[src/hdl/pcs_pkg.sv]
package pcs_pkg;

  // Width of the nanosecond remainder magnitude and of the slew path dividends
  localparam int NS_W = 30;
  // Width of the proportional and integral divisors
  localparam int DIV_W = 10;
  // Width of the drift accumulator
  localparam int DRIFT_W = 22;

  localparam int NS_PER_SEC = 1000000000;
  localparam int FREQ_SCALE = (1 << 16) / 1000;

  typedef enum logic [2:0] {
    ST_IDLE,
    ST_DIVS,
    ST_CHECK,
    ST_DIVI,
    ST_DRIFT,
    ST_FREQ
  } state_t;

  typedef enum logic [1:0] {
    CFG_STEP_THR  = 2'd0,
    CFG_P_DIV     = 2'd1,
    CFG_I_DIV     = 2'd2,
    CFG_DRIFT_LIM = 2'd3
  } cfg_idx_t;

endpackage

[src/hdl/pi_clock_servo_with_step.sv]
// Channel   Direction  Handshake            Payload
// in_       input      in_valid / in_stall  in_offset_ns (64 s)
// out_      output     out_valid/out_stall  out_step_required, out_step_seconds (35 s),
//                                           out_step_nanoseconds (31 s), out_freq_word (37 s)
// cfg_      input      cfg_we               cfg_index (2), cfg_wdata (30)
//
// One transaction at a time. A step result follows a bit-serial divide by one
// second and a check state; a slew result follows the same, then the proportional/
// integral dividers and the state that sees them finish, then the drift and the
// frequency arithmetic states.
// rst_n is synchronous: configuration returns to its defaults, drift clears.
// The result sits in an output register, so a stalled output only holds the
// final write of the next transaction, not its division.
module pi_clock_servo_with_step
  import pcs_pkg::*;
(
  input  logic                clk,
  input  logic                rst_n,
  // input channel
  input  logic                in_valid,
  output logic                in_stall,
  input  logic signed [63:0]  in_offset_ns,
  // result channel
  output logic                out_valid,
  input  logic                out_stall,
  output logic                out_step_required,
  output logic signed [34:0]  out_step_seconds,
  output logic signed [30:0]  out_step_nanoseconds,
  output logic signed [36:0]  out_freq_word,
  // configuration
  input  logic                cfg_we,
  input  logic [1:0]          cfg_index,
  input  logic [29:0]         cfg_wdata
);

  // configuration registers
  logic [29:0]        thr_r;
  logic [DIV_W-1:0]   pdiv_r;
  logic [DIV_W-1:0]   idiv_r;
  logic [19:0]        lim_r;

  state_t             state_r, state_nxt;
  logic [5:0]         cnt_r, cnt_nxt;
  logic               sign_r, sign_nxt;
  logic [63:0]        quo_r, quo_nxt;       // dividend bits out, seconds bits in
  logic [NS_W-1:0]    rem_r, rem_nxt;       // nanosecond remainder magnitude
  logic signed [DRIFT_W-1:0] drift_r, drift_nxt;

  logic               out_valid_r, out_valid_nxt;
  logic               out_step_r, out_step_nxt;
  logic signed [34:0] out_secs_r, out_secs_nxt;
  logic signed [30:0] out_ns_r, out_ns_nxt;
  logic signed [36:0] out_fw_r, out_fw_nxt;

  // serial divide by one second
  logic [NS_W:0]      shifted;
  logic [NS_W:0]      diff;
  logic               ge;
  logic [63:0]        mag;

  logic               is_step;
  logic               out_free;

  // slew path
  logic               div_start;
  logic               pi_busy;
  logic               ii_busy;
  logic [DIV_W-1:0]   pdiv_eff;
  logic [DIV_W-1:0]   idiv_eff;
  logic [NS_W-1:0]    qp;
  logic [NS_W-1:0]    qi;
  logic signed [NS_W:0]  qp_s;
  logic signed [NS_W:0]  qi_s;
  logic signed [31:0] dsum;
  logic signed [31:0] lim_s;
  logic signed [32:0] adj;
  logic signed [39:0] adj40;
  logic signed [39:0] prod;

  assign pdiv_eff = (pdiv_r == '0) ? DIV_W'(1) : pdiv_r;
  assign idiv_eff = (idiv_r == '0) ? DIV_W'(1) : idiv_r;

  pcs_div10 u_pdiv (
    .clk      (clk),
    .rst_n    (rst_n),
    .start    (div_start),
    .dividend (rem_r),
    .divisor  (pdiv_eff),
    .busy     (pi_busy),
    .quotient (qp)
  );

  pcs_div10 u_idiv (
    .clk      (clk),
    .rst_n    (rst_n),
    .start    (div_start),
    .dividend (rem_r),
    .divisor  (idiv_eff),
    .busy     (ii_busy),
    .quotient (qi)
  );

  always_comb begin
    mag     = in_offset_ns[63] ? (~in_offset_ns + 64'd1) : in_offset_ns;
    shifted = {rem_r, quo_r[63]};
    ge      = shifted >= (NS_W + 1)'(NS_PER_SEC);
    diff    = shifted - (NS_W + 1)'(NS_PER_SEC);

    // seconds quotient never exceeds 34 bits; the rest stays zero
    is_step  = (quo_r[33:0] != '0) || (rem_r > thr_r);
    out_free = !out_valid_r || !out_stall;

    qp_s  = sign_r ? -$signed({1'b0, qp}) : $signed({1'b0, qp});
    qi_s  = sign_r ? -$signed({1'b0, qi}) : $signed({1'b0, qi});
    dsum  = $signed({{(32 - DRIFT_W){drift_r[DRIFT_W-1]}}, drift_r})
          + $signed({{(32 - NS_W - 1){qi_s[NS_W]}}, qi_s});
    lim_s = $signed({12'b0, lim_r});
    adj   = $signed({{(33 - NS_W - 1){qp_s[NS_W]}}, qp_s})
          + $signed({{(33 - DRIFT_W){drift_r[DRIFT_W-1]}}, drift_r});
    adj40 = $signed({{7{adj[32]}}, adj});
    prod  = adj40 * $signed(40'(FREQ_SCALE));

    state_nxt     = state_r;
    cnt_nxt       = cnt_r;
    sign_nxt      = sign_r;
    quo_nxt       = quo_r;
    rem_nxt       = rem_r;
    drift_nxt     = drift_r;
    div_start     = 1'b0;
    out_valid_nxt = out_valid_r && out_stall;
    out_step_nxt  = out_step_r;
    out_secs_nxt  = out_secs_r;
    out_ns_nxt    = out_ns_r;
    out_fw_nxt    = out_fw_r;

    unique case (state_r)
      ST_IDLE: begin
        if (in_valid) begin
          sign_nxt  = in_offset_ns[63];
          quo_nxt   = mag;
          rem_nxt   = '0;
          cnt_nxt   = '0;
          state_nxt = ST_DIVS;
        end
      end
      ST_DIVS: begin
        // one quotient bit per cycle, MSB first
        rem_nxt = ge ? diff[NS_W-1:0] : shifted[NS_W-1:0];
        quo_nxt = {quo_r[62:0], ge};
        cnt_nxt = cnt_r + 6'd1;
        if (cnt_r == 6'd63) begin
          state_nxt = ST_CHECK;
        end
      end
      ST_CHECK: begin
        if (is_step) begin
          // drift stays; report the split offset
          if (out_free) begin
            out_valid_nxt = 1'b1;
            out_step_nxt  = 1'b1;
            out_secs_nxt  = sign_r ? -$signed({1'b0, quo_r[33:0]})
                                   : $signed({1'b0, quo_r[33:0]});
            out_ns_nxt    = sign_r ? -$signed({1'b0, rem_r}) : $signed({1'b0, rem_r});
            out_fw_nxt    = '0;
            state_nxt     = ST_IDLE;
          end
        end else begin
          div_start = 1'b1;
          state_nxt = ST_DIVI;
        end
      end
      ST_DIVI: begin
        if (!pi_busy && !ii_busy) begin
          state_nxt = ST_DRIFT;
        end
      end
      ST_DRIFT: begin
        // integrate and clamp to the symmetric limit
        if (dsum > lim_s) begin
          drift_nxt = lim_s[DRIFT_W-1:0];
        end else if (dsum < -lim_s) begin
          drift_nxt = DRIFT_W'(-lim_s);
        end else begin
          drift_nxt = dsum[DRIFT_W-1:0];
        end
        state_nxt = ST_FREQ;
      end
      ST_FREQ: begin
        if (out_free) begin
          out_valid_nxt = 1'b1;
          out_step_nxt  = 1'b0;
          out_secs_nxt  = '0;
          out_ns_nxt    = '0;
          out_fw_nxt    = 37'(-prod);
          state_nxt     = ST_IDLE;
        end
      end
      default: begin
        state_nxt = ST_IDLE;
      end
    endcase
  end

  always_ff @(posedge clk) begin
    if (!rst_n) begin
      state_r     <= ST_IDLE;
      cnt_r       <= '0;
      drift_r     <= '0;
      out_valid_r <= 1'b0;
    end else begin
      state_r     <= state_nxt;
      cnt_r       <= cnt_nxt;
      drift_r     <= drift_nxt;
      out_valid_r <= out_valid_nxt;
    end
    sign_r     <= sign_nxt;
    quo_r      <= quo_nxt;
    rem_r      <= rem_nxt;
    out_step_r <= out_step_nxt;
    out_secs_r <= out_secs_nxt;
    out_ns_r   <= out_ns_nxt;
    out_fw_r   <= out_fw_nxt;
  end

  // configuration writes
  always_ff @(posedge clk) begin
    if (!rst_n) begin
      thr_r  <= 30'd100000000;
      pdiv_r <= DIV_W'(2);
      idiv_r <= DIV_W'(10);
      lim_r  <= 20'd512000;
    end else if (cfg_we) begin
      unique case (cfg_idx_t'(cfg_index))
        CFG_STEP_THR:  thr_r  <= cfg_wdata;
        CFG_P_DIV:     pdiv_r <= cfg_wdata[DIV_W-1:0];
        CFG_I_DIV:     idiv_r <= cfg_wdata[DIV_W-1:0];
        CFG_DRIFT_LIM: lim_r  <= cfg_wdata[19:0];
        default: begin
        end
      endcase
    end
  end

  assign in_stall             = (state_r != ST_IDLE);
  assign out_valid            = out_valid_r;
  assign out_step_required    = out_step_r;
  assign out_step_seconds     = out_secs_r;
  assign out_step_nanoseconds = out_ns_r;
  assign out_freq_word        = out_fw_r;

endmodule

[src/hdl/pcs_div10.sv]
// Restoring divider, one quotient bit per cycle.
module pcs_div10
  import pcs_pkg::*;
(
  input  logic              clk,
  input  logic              rst_n,
  input  logic              start,
  input  logic [NS_W-1:0]   dividend,
  input  logic [DIV_W-1:0]  divisor,
  output logic              busy,
  output logic [NS_W-1:0]   quotient
);

  localparam int CNT_W = $clog2(NS_W);

  logic             busy_r, busy_nxt;
  logic [CNT_W-1:0] cnt_r, cnt_nxt;
  logic [DIV_W-1:0] rem_r, rem_nxt;
  logic [NS_W-1:0]  dvd_r, dvd_nxt;

  logic [DIV_W:0]   shifted;
  logic [DIV_W:0]   diff;
  logic             ge;

  always_comb begin
    shifted  = {rem_r, dvd_r[NS_W-1]};
    ge       = shifted >= {1'b0, divisor};
    diff     = shifted - {1'b0, divisor};
    busy_nxt = busy_r;
    cnt_nxt  = cnt_r;
    rem_nxt  = rem_r;
    dvd_nxt  = dvd_r;
    if (start) begin
      busy_nxt = 1'b1;
      cnt_nxt  = '0;
      rem_nxt  = '0;
      dvd_nxt  = dividend;
    end else if (busy_r) begin
      // shift in one dividend bit, subtract when it fits
      rem_nxt = ge ? diff[DIV_W-1:0] : shifted[DIV_W-1:0];
      dvd_nxt = {dvd_r[NS_W-2:0], ge};
      cnt_nxt = cnt_r + CNT_W'(1);
      if (cnt_r == CNT_W'(NS_W - 1)) begin
        busy_nxt = 1'b0;
      end
    end
  end

  always_ff @(posedge clk) begin
    if (!rst_n) begin
      busy_r <= 1'b0;
      cnt_r  <= '0;
    end else begin
      busy_r <= busy_nxt;
      cnt_r  <= cnt_nxt;
    end
    rem_r <= rem_nxt;
    dvd_r <= dvd_nxt;
  end

  assign busy     = busy_r;
  assign quotient = dvd_r;

endmodule
[config.mk]
export PLATFORM = sky130hd
export DESIGN_NAME = pi_clock_servo_with_step
export DESIGN_NICKNAME = d
export VERILOG_FILES = /design/src/hdl/pcs_pkg.sv /design/src/hdl/pi_clock_servo_with_step.sv /design/src/hdl/pcs_div10.sv
export SDC_FILE = /design/constraint.sdc
export NUM_CORES = 1
export LEC_CHECK = 0
export ABC_AREA = 1
export BUFFER_PORTS_ARGS = -buffer_cell sky130_fd_sc_hd__buf_2
export CAP_MARGIN = 20
export CORE_AREA = 2 2 304 306
export DETAILED_ROUTE_END_ITERATION = 7
export DIE_AREA = 0 0 306 308
export HOLD_SLACK_MARGIN = 0.15
export SLEW_MARGIN = 25
export SYNTH_ARGS = -nofsm -noshare
export SYNTH_HDL_FRONTEND = slang
export SYNTH_HIERARCHICAL = 1
export SYNTH_SLANG_ARGS = --single-unit
[constraint.sdc]
create_clock -name clk -period 7.1 [get_ports clk]
set_input_delay 1.065 -clock clk [delete_from_list [all_inputs] [get_ports clk]]
set_output_delay 1.065 -clock clk [all_outputs]
set_load 0.01 [all_outputs]
==> flow_summary.json <==
{
  "outcome": "complete, no violations",
  "async_reset_ff_share_pct": 0,
  "layout_setup_ws_ns": 0.717,
  "cpMostUsedCell": "nand2_1",
  "grt_antenna_before_repair": 1,
  "p_leak_nw": 16.0,
  "power_density_mw_per_mm2": 314,
  "critPathRequiredTime_ns": 7.46,
  "reg2regPathDepth": 35,
  "hpwl_um": 75100,
  "fillers": 9503,
  "cts_setup_buffers": 0,
  "cts_tree": "built",
  "diodes": 0,
  "gp_congestion": 0.913,
  "grt_usage_pct": 20.2,
  "tns_ns": 0,
  "clockBufferDepth": 3,
  "grt_pass1_wl_um": 153000,
  "layout-drive-gt1-share_pct": 10.5,
  "avgSynthCellArea_um2": 7.28,
  "clkLatencyLatePin_ns": 0.61,
  "start_util_pct": 34.8,
  "finalHoldViolations": 0,
  "cp_max_fo": 7,
  "drt-initial-drc-count": 2192,
  "r2r-end": "out_freq_word[36]",
  "vias": 29133,
  "final_cells": 5729,
  "port_buffers": 206,
  "grt_pass1_vias": 27487,
  "synth.distinct_cells": 69,
  "fin_worst_skew_ns": 0.0488,
  "startpoint_type": "register",
  "drt-wirelength-per-cell_um": 16.9,
  "ys_warn_count": 6,
  "cts-root-buf": "clkbuf_16",
  "ctsHoldBuffers": 0,
  "cts-htree-levels": 2,
  "min_to": "u_pdiv/rem_r[7]",
  "cts_resized": 0,
  "grt-ovfl-total": 0,
  "slowest_stage": "edfxtp_1",
  "first_pass_iters": 6,
  "ys.flop_type": "edfxtp_1",
  "rsz0062_at_grt": "false",
  "hp-start": "u_pdiv/rem_r[7]",
  "areaGrowthSynthToFinish_pct": 11.7,
  "worst_pin_slew_ns": 1.01,
  "final_util_pct": 38.9,
  "nets": 4907,
  "rows": 111,
  "synth_edf_count": 259,
  "dpl_cell_area_mm2": 0.0338,
  "post-place-ws_ns": 0.764,
  "ys_seq_area_share_pct": 33.0,
  "syn_area_mm2": 0.0317,
  "clock_sinks": 393,
  "placedCellCount": 5643,
  "path_clk_slew_ns": 0.06,
  "final_area_mm2": 0.0354,
  "drc": 0,
  "slowest_delay_ns": 0.44,
  "via_per_inst": 5.09,
  "holdCritPathClass": "reg -> reg",
  "maxSlewHeadroom_pct": 32.4,
  "r2r_slack_ns": 0.72,
  "power_mw": 11.1,
  "grt_start_max_net_pins": 84,
  "finalSetupViolCount": 0,
  "fmax_mhz": 157,
  "cts-buffers-inserted": 46,
  "synth_nets": 4754,
  "maxCapViolations": 0,
  "finalMaxSlewViolations": 0,
  "fin_hold_ws_ns": 0.472,
  "fin_crit_sh_pct": 89.9,
  "reg2reg_from": "u_pdiv/quotient[0]",
  "period_needed_ns": 6.38,
  "crit_type": "reg -> reg",
  "die_w_um": 306,
  "core_area_mm2": 0.0910,
  "ir_drop_mv": 0.193,
  "antenna_left": 0,
  "die_area_mm2": 0.0942,
  "ys_ff_latch": 393,
  "min_path_cells": 2,
  "crit_path_end_kind": "register",
  "finalWirelength_um": 96600,
  "syn_inst": 4352,
  "die_h_um": 308,
  "ios": 207,
  "critPathArrivalTime_ns": 6.74
}
==> cell type report <==
cell class	instances	area [um^2]	area share, %
Tap cell	1186	1480	4.20
Multi-Input combinational cell	3239	18400	52.2
Sequential cell	393	10500	29.6
Inverter	596	2240	6.34
Clock buffer	56	1230	3.47
Clock inverter	30	300	0.849
Timing Repair Buffer	229	1200	3.40
==> worst max path at each step <==
stage                             from           endpoint  slack [ns]  depth (start not counted)
global placement    u_pdiv/quotient[0]  out_freq_word[36]        0.84                         35
floorplan                    rem_r[26]   out_freq_word[0]        0.51                         11
finish              u_pdiv/quotient[0]  out_freq_word[36]        0.72                         35
global route        u_pdiv/quotient[2]  out_freq_word[36]        0.04                         33
detailed placement  u_pdiv/quotient[0]  out_freq_word[36]        0.76                         35
CTS                 u_pdiv/quotient[2]  out_freq_word[36]        0.75                         31
==> synthesized netlist by cell type, types with 5 or more instances <==
| library cell | instances | area (um^2) |
|---|---|---|
| a211oi_1 | 6 | 45.0 |
| a21o_1 | 8 | 60.1 |
| a21oi_1 | 324 | 1620 |
| a21oi_2 | 10 | 87.6 |
| a31oi_1 | 41 | 257 |
| buf_2 | 13 | 65.1 |
| buf_6 | 6 | 67.6 |
| clkbuf_1 | 100 | 375 |
| clkinv_1 | 8 | 30.0 |
| dfxtp_1 | 134 | 2680 |
| edfxtp_1 | 259 | 7780 |
| ha_1 | 297 | 3720 |
| inv_1 | 569 | 2140 |
| inv_2 | 19 | 71.3 |
| nand2_1 | 1014 | 3810 |
| nand2_2 | 30 | 188 |
| nand2_4 | 6 | 67.6 |
| nand3_1 | 188 | 941 |
| nand3_2 | 9 | 90.1 |
| nand3b_1 | 23 | 173 |
| nand4_1 | 56 | 350 |
| nor2_1 | 441 | 1660 |
| nor2_2 | 18 | 113 |
| nor2_4 | 11 | 124 |
| nor3_1 | 81 | 405 |
| nor3_2 | 15 | 150 |
| nor3b_1 | 5 | 37.5 |
| nor4_1 | 33 | 206 |
| o211ai_1 | 19 | 143 |
| o21a_1 | 21 | 158 |
| o21ai_0 | 280 | 1400 |
| o21ai_1 | 20 | 100 |
| o21ai_2 | 15 | 131 |
| o21bai_1 | 13 | 97.6 |
| o31ai_1 | 12 | 90.1 |
| or2_2 | 9 | 56.3 |
| xnor2_1 | 52 | 455 |
| xor2_1 | 120 | 1050 |
==> power by group <==
| group | internal [mW] | switching (mW) |
|---|---|---|
| registers | 3.05 | 0.511 |
| logic | 1.70 | 3.43 |
| clock network | 1.39 | 1.03 |
| total | 6.14 | 4.98 |
==> logic make-up (layout without fill, tap and decap cells) <==
group | Yosys count | count (layout) | synth area share (%)
compound gates | 803 | 803 | 14.3
fa+ha+maj | 301 | 301 | 12.0
flops | 393 | 393 | 33.0
simple gates | 1962 | 1962 | 27.1
xor+xnor | 173 | 173 | 4.81
buf+inv | 720 | 911 | 8.81
==> worst max-delay path: cells and delay by family (launching register included) <==
| family | cells | cell delay, ns |
|---|---|---|
| flip-flops | 1 | 0.44 |
| adder cells (fa/ha/maj) | 6 | 1.75 |
| AND/OR/NAND/NOR | 22 | 3.06 |
| AO/OA/AOI/OAI | 4 | 0.62 |
| XOR/XNOR | 1 | 0.18 |
| buffers and inverters | 2 | 0.13 |
==> sequential cells by signal, summed over array words and instances, names as in the netlist, 20 cells and up <==
name / cells
out_step_seconds: 35
quo_r: 64
out_step_nanoseconds: 31
drift_r: 22
out_freq_word: 37
u_idiv/quotient: 30
lim_r: 20
thr_r: 30
u_pdiv/quotient: 30
rem_r: 30
==> layout by cell type, fill, tap and decap left out, types with 33 or more instances in the layout <==
cell type and instances:
a21oi_1 324, dfxtp_1 134, ha_1 297, edfxtp_1 259
nor3_1 81, a31oi_1 41, nand4_1 56, xnor2_1 52
nand3_1 188, buf_2 206, inv_1 564, nand2_1 1014
clkbuf_16 46, xor2_1 120, nor2_1 437, o21ai_0 280
nor4_1 33
==> metal layers <==
layer / track usage, % / vias up / routed length, um
met1: 26.9 / 13428 / 43100
met4: 5.69 / 2 / 2550
met3: 2.17 / 134 / 5060
met5: 0 / - / 13
met2: 34.6 / 770 / 45900
li1: - / 14799 / -
Power figures use the tool's default switching activity.
